[src/hdl/prpz_pkg.sv]
package prpz_pkg;

	localparam int COORD_W = 16;
	localparam int TRIG_W = 16;
	localparam int DEPTH_W = 24;
	localparam int GLYPH_W = 8;
	localparam int CELL_W = 13;
	localparam int ROT_W = 24;
	localparam int ZC_W = 26;
	localparam int QUO_W = 32;
	localparam logic [GLYPH_W-1:0] BLANK_GLYPH = 8'd32;
	localparam logic [DEPTH_W-1:0] DEPTH_MAX = 24'hFFFFFF;

	localparam logic [2:0] REG_SIN_X = 3'd0;
	localparam logic [2:0] REG_COS_X = 3'd1;
	localparam logic [2:0] REG_SIN_Y = 3'd2;
	localparam logic [2:0] REG_COS_Y = 3'd3;
	localparam logic [2:0] REG_SIN_Z = 3'd4;
	localparam logic [2:0] REG_COS_Z = 3'd5;
	localparam logic [2:0] REG_CAM = 3'd6;
	localparam logic [2:0] REG_SCALE = 3'd7;

	// datapath step commands
	localparam logic [3:0] OP_NONE = 4'd0;
	localparam logic [3:0] OP_LOAD = 4'd1;
	localparam logic [3:0] OP_ROTX = 4'd2;
	localparam logic [3:0] OP_ROTY = 4'd3;
	localparam logic [3:0] OP_ROTZ = 4'd4;
	localparam logic [3:0] OP_DEPTH = 4'd5;
	localparam logic [3:0] OP_DIVSTART = 4'd6;
	localparam logic [3:0] OP_DIVSTEP = 4'd7;
	localparam logic [3:0] OP_CHECK = 4'd8;
	localparam logic [3:0] OP_READ = 4'd9;
	localparam logic [3:0] OP_DECIDE = 4'd10;
	localparam logic [3:0] OP_CLEAR = 4'd11;

	typedef struct packed {
		logic [3:0] op;
		logic [1:0] div_sel;
	} dp_cmd_t;

	typedef struct packed {
		logic div_done;
		logic zc_bad;
		logic clear_done;
	} dp_stat_t;

endpackage

[src/hdl/prpz_ctrl.sv]
module prpz_ctrl
	import prpz_pkg::*;
(
	input  logic clk,
	input  logic arst_n,
	input  logic in_fire,
	input  logic in_mode,
	input  logic out_busy,
	input  dp_stat_t stat,
	output dp_cmd_t cmd,
	output logic idle,
	output logic result_push
);

	localparam logic [3:0] S_CLEAR = 4'd0;
	localparam logic [3:0] S_IDLE = 4'd1;
	localparam logic [3:0] S_ROTX = 4'd2;
	localparam logic [3:0] S_ROTY = 4'd3;
	localparam logic [3:0] S_ROTZ = 4'd4;
	localparam logic [3:0] S_DEPTH = 4'd5;
	localparam logic [3:0] S_DIVGO = 4'd6;
	localparam logic [3:0] S_DIV = 4'd7;
	localparam logic [3:0] S_CHECK = 4'd8;
	localparam logic [3:0] S_READ = 4'd9;
	localparam logic [3:0] S_DECIDE = 4'd10;
	localparam logic [3:0] S_PUSH = 4'd11;

	logic [3:0] state_q, state_d;
	logic [1:0] sel_q, sel_d;

	always_ff @(posedge clk or negedge arst_n) begin
		if (!arst_n) begin
			state_q <= S_CLEAR;
			sel_q <= 2'd0;
		end else begin
			state_q <= state_d;
			sel_q <= sel_d;
		end
	end

	assign idle = (state_q == S_IDLE) && !out_busy;

	// sequencing: three divisions (recip, column, row) share one divider
	always_comb begin
		state_d = state_q;
		sel_d = sel_q;
		cmd.op = OP_NONE;
		cmd.div_sel = sel_q;
		result_push = 1'b0;
		unique case (state_q)
			S_CLEAR: begin
				cmd.op = OP_CLEAR;
				if (stat.clear_done) state_d = S_IDLE;
			end
			S_IDLE: begin
				if (in_fire) begin
					cmd.op = OP_LOAD;
					state_d = in_mode ? S_READ : S_ROTX;
				end
			end
			S_ROTX: begin cmd.op = OP_ROTX; state_d = S_ROTY; end
			S_ROTY: begin cmd.op = OP_ROTY; state_d = S_ROTZ; end
			S_ROTZ: begin cmd.op = OP_ROTZ; state_d = S_DEPTH; end
			S_DEPTH: begin
				cmd.op = OP_DEPTH;
				sel_d = 2'd0;
				state_d = S_DIVGO;
			end
			S_DIVGO: begin
				if (stat.zc_bad) begin
					state_d = S_PUSH;
				end else begin
					cmd.op = OP_DIVSTART;
					state_d = S_DIV;
				end
			end
			S_DIV: begin
				cmd.op = OP_DIVSTEP;
				if (stat.div_done) begin
					if (sel_q == 2'd2) begin
						state_d = S_CHECK;
					end else begin
						sel_d = sel_q + 2'd1;
						state_d = S_DIVGO;
					end
				end
			end
			S_CHECK: begin
				cmd.op = OP_CHECK;
				state_d = S_READ;
			end
			S_READ: begin
				cmd.op = OP_READ;
				state_d = S_DECIDE;
			end
			S_DECIDE: begin
				cmd.op = OP_DECIDE;
				state_d = S_PUSH;
			end
			S_PUSH: begin
				result_push = 1'b1;
				state_d = S_IDLE;
			end
			default: state_d = S_IDLE;
		endcase
	end

endmodule

[config.mk]
export PLATFORM = sky130hd
export DESIGN_NAME = prpz_ctrl
export DESIGN_NICKNAME = d
export VERILOG_FILES = /design/src/hdl/prpz_pkg.sv /design/src/hdl/prpz_ctrl.sv
export SDC_FILE = /design/constraint.sdc
export NUM_CORES = 1
export LEC_CHECK = 0
export ABC_AREA = 1
export BUFFER_PORTS_ARGS = -buffer_cell sky130_fd_sc_hd__buf_2
export CELL_PAD_IN_SITES_DETAIL_PLACEMENT = 2
export CELL_PAD_IN_SITES_GLOBAL_PLACEMENT = 2
export CORE_MARGIN = 8
export CORE_UTILIZATION = 24
export CTS_BUF_LIST = sky130_fd_sc_hd__clkbuf_2 sky130_fd_sc_hd__clkbuf_4 sky130_fd_sc_hd__clkbuf_8
export DETAILED_ROUTE_END_ITERATION = 7
export GPL_ROUTABILITY_DRIVEN = 1
export HOLD_SLACK_MARGIN = 0.08
export MAX_ROUTING_LAYER = met4
export PLACE_DENSITY = 0.87
export SYNTH_ARGS = -nofsm -noshare
export SYNTH_HDL_FRONTEND = slang
export SYNTH_SLANG_ARGS = --single-unit
[constraint.sdc]
create_clock -name clk -period 1.2 [get_ports clk]
set_input_delay 0 -clock clk [delete_from_list [all_inputs] [get_ports clk]]
set_output_delay 0 -clock clk [all_outputs]
set_load 0.05 [all_outputs]
==> summary.md <==
| Metric | Value |
|---|---|
| Post-synth EDFFs | 0 |
| Met2 WL | between 1000 and 1500 µm |
| Internal power | between 1000 and 1500 µW |
| Gpl congestion | ~0.8 |
| Pre-CTS WS | -122 ps |
| Fin worst setup slack | -199 ps |
| Post-synth top area cell | dfrtp_1 |
| Max cap viols | 0 |
| Synth Area per Inst | about 6.5 µm² |
| Seq pwr share | between 10 and 15% |
| Pwr dens | 2910 nW/µm² |
| Via density | 4.77 |
| DR iter-0 viols | 11 |
| Hold slack | between 90 and 100 ps |
| WL per Instance | about 17 µm |
| R2r startpoint | state_q[2]$_DFFE_PN0P_ |
| Critical Path RT | approximately 1200 ps |
| Root buffer cell | clkbuf_4 |
| Fmax | between 0.7 and 0.8 GHz |
| First-pass GRT wire length | 4210 µm |
| 1st-pass router iterations | 4 |
| Clk pwr share | roughly 8% |
| Seq/Total Area, Yosys | between 20% and 30% |
| Slew Viols, Final | 0 |
| # port buffers | 15 |
| Layout Utilization | 47.2% |
| Final setup fails | 12 |
| Worst Clk Skew | about 4.6 ps |
| Fillers | 246 |
| Failing checks | setup timing |
| Met1 WL | ~1000 µm |
| Top cells by count, synth | nand2_1 (24), nor2_1 (10), dfrtp_1 (6), inv_1 (6) |
| # diodes | 0 |
| NetSw | around 1600 µW |
| CTS H-tree lvls | 1 |
| Outcome | complete, but fails checks |
| Class of the worst hold path | input pin to asynchronous set/reset pin |
| Total CTS buffers | 3 |
| Switching share of power | between 50% and 60% |
| Clock Path Buffers | 2 |
| Crit path launch type | flop |
| Final nets | 127 |
| Most common cell in the netlist | nand2_1 |
| Tcrit/Tclk final | 117% |
| Hpwl dp | between 1500 and 2000 µm |
| Worst Setup SP | state_q[2]$_DFFE_PN0P_ |
| Met3 WL | 50 µm |
| CP Capture Type | primary output |
| Via count | between 600 and 700 |
| CTS tree | done |
| Synth cell types | 21 |
| Remaining DRCs | 0 |
| Die Area | ~4000 µm² |
| Final WL | approximately 2500 µm |
| Vias in the first global route | approximately 850 |
| GRT Total Usage | about an eighth |
| Fraction of registers with async set/reset | 100% |
| Slew @ Worst Pin | 263 ps |
| Most used flip-flop cell after synthesis | dfrtp_1 |
| Site row count | 17 |
| Overflow after GRT | 0 |
| Peak supply drop | 1.13 mV |
| Leak | roughly 0.0005 µW |
| CTS clk-pin slew, worst paths | approximately 50 ps |
| ANT nets after route | 0 |
| Core box area | roughly 2200 µm² |
| Yosys warns | 0 |
| Initial antenna violation count | 0 |
| Crit path DAT | between 1000 and 1500 ps |
| Synth-to-Final Area Change | 90.9% |
| RSZ-0062 raised after global routing | true |
| I/O pins | 16 |
| Slew HR | between 80% and 90% |
| Cells after DPL | 131 |
| Crit-path max FO | 6 |
| Fin cells | around 150 |
| Worst skew pair latency | approximately 250 ps |
| Die W | around 63 µm |
| Syn nets | 91 |
| Synth area leaders | dfrtp_1 (28%), nand2_1 (17%), nor2_1 (7.0%), nor2_2 (5.8%), nand3_1 (4.7%) |
| Critical path class | flop to primary output |
| Clk sinks | 6 |
| Mapped Area | between 500 and 600 µm² |
| Comb pwr share | 77.8% |
| Die Ht | approximately 63 µm |
| Highest Signal Layer | met4 |
| Initial Utilization | roughly a quarter |
| Yosys reg bits | 6 |
| Final hold violation count | 0 |
| Fin crit period | ~1400 ps |
| Synthesized instance count | a little over 80 |
| Top cell type's share of synthesized area | approximately 28% |
| Share of layout cells above drive strength 1 | between 60% and 70% |
| Pin count of the biggest net entering global routing | 7 |
-- per-stage QoR --
step | setup TNS [ps] | area, µm² | power, µW
after floorplan | 0 | 553 | 1410
after global placement | -199 | 704 | 1770
after detailed placement | -650 | 704 | 1830
after CTS | -1320 | 965 | 2770
after global routing | -2410 | 1020 | 3170
final | -1620 | 1020 | 2980
-- metal layers --
metal  global-route usage (%)  up-vias
li1                         -      334
met1                     14.0      339
met2                     24.6       13
met3                     1.59        5
met4                     4.46        0
met5                        -        -
-- worst paths after layout --
check                                         endpoint  slack (ps)  cells past startpoint
worst max-delay path                              idle        -200                      5
worst min-delay path              sel_q[0]$_DFFE_PN0P_          90                      2
worst max register to register  state_q[3]$_DFFE_PN0P_        -140                      6
worst min register to register    sel_q[1]$_DFFE_PN0P_         540                      2
max in group asynchronous       state_q[1]$_DFFE_PN0P_         950                      2
min in group clk                state_q[0]$_DFFE_PN0P_         130                      4
-- worst max-delay path, stage by stage, from the launching register on --
cell and delay (ps):
dfrtp_2 490, nor2_4 190, buf_12 130, nand2_8 60, nor2_4 110, buf_8 150
-- cells by family (layout without fill, tap and decap cells) --
family | Yosys count | in the layout | synth area share, %
compound gates | 7 | 7 | 7.69
fa+ha+maj | 1 | 1 | 2.33
buf+inv | 10 | 45 | 8.39
flops | 6 | 6 | 28.0
simple gates | 58 | 58 | 53.6
-- what timing repair did --
action / in CTS / in global routing
pin swaps: 8 / 9
setup buffers: 6 / 3
setup endpoints to repair: 12 / 12
hold buffers: 1 / 0
resized for setup: 46 / 15
endpoints found under the hold margin: 6 / 0
-- cell usage in the layout, fill, tap and decap left out, types with 4 or more instances in the layout --
cell type	netlist	layout
nand2_1	24	14
buf_4	0	11
nand2_2	3	10
buf_2	0	9
buf_6	1	8
nor2_4	1	7
nor2_1	10	6
dfrtp_2	0	5
inv_2	3	4
nand2_4	2	4
clkbuf_4	0	4
-- flip-flops by register name, indices dropped and copies added, names as in the netlist --
register  count
state_q       4
sel_q         2
-- final cells by class --
cell class / instances / area (µm²) / area share (%)
well taps: 28 / 35.0 / 3.42
inverters: 9 / 38.8 / 3.79
repair buffers: 32 / 278 / 27.1
flip-flops and latches: 6 / 156 / 15.3
clock buffers: 4 / 30.0 / 2.93
multi-input cells: 66 / 487 / 47.5
-- power by group through the flow --
stage          Clock [µW]  Combinational (µW)  Sequential, µW
6_report              233                2320             429
5_1_grt               252                2480             435
4_1_cts               240                2120             406
3_5_place_dp            0                1470             364
3_3_place_gp            0                1420             357
2_1_floorplan           0                1060             350
Note: power is estimated with default switching activity, not from simulation.
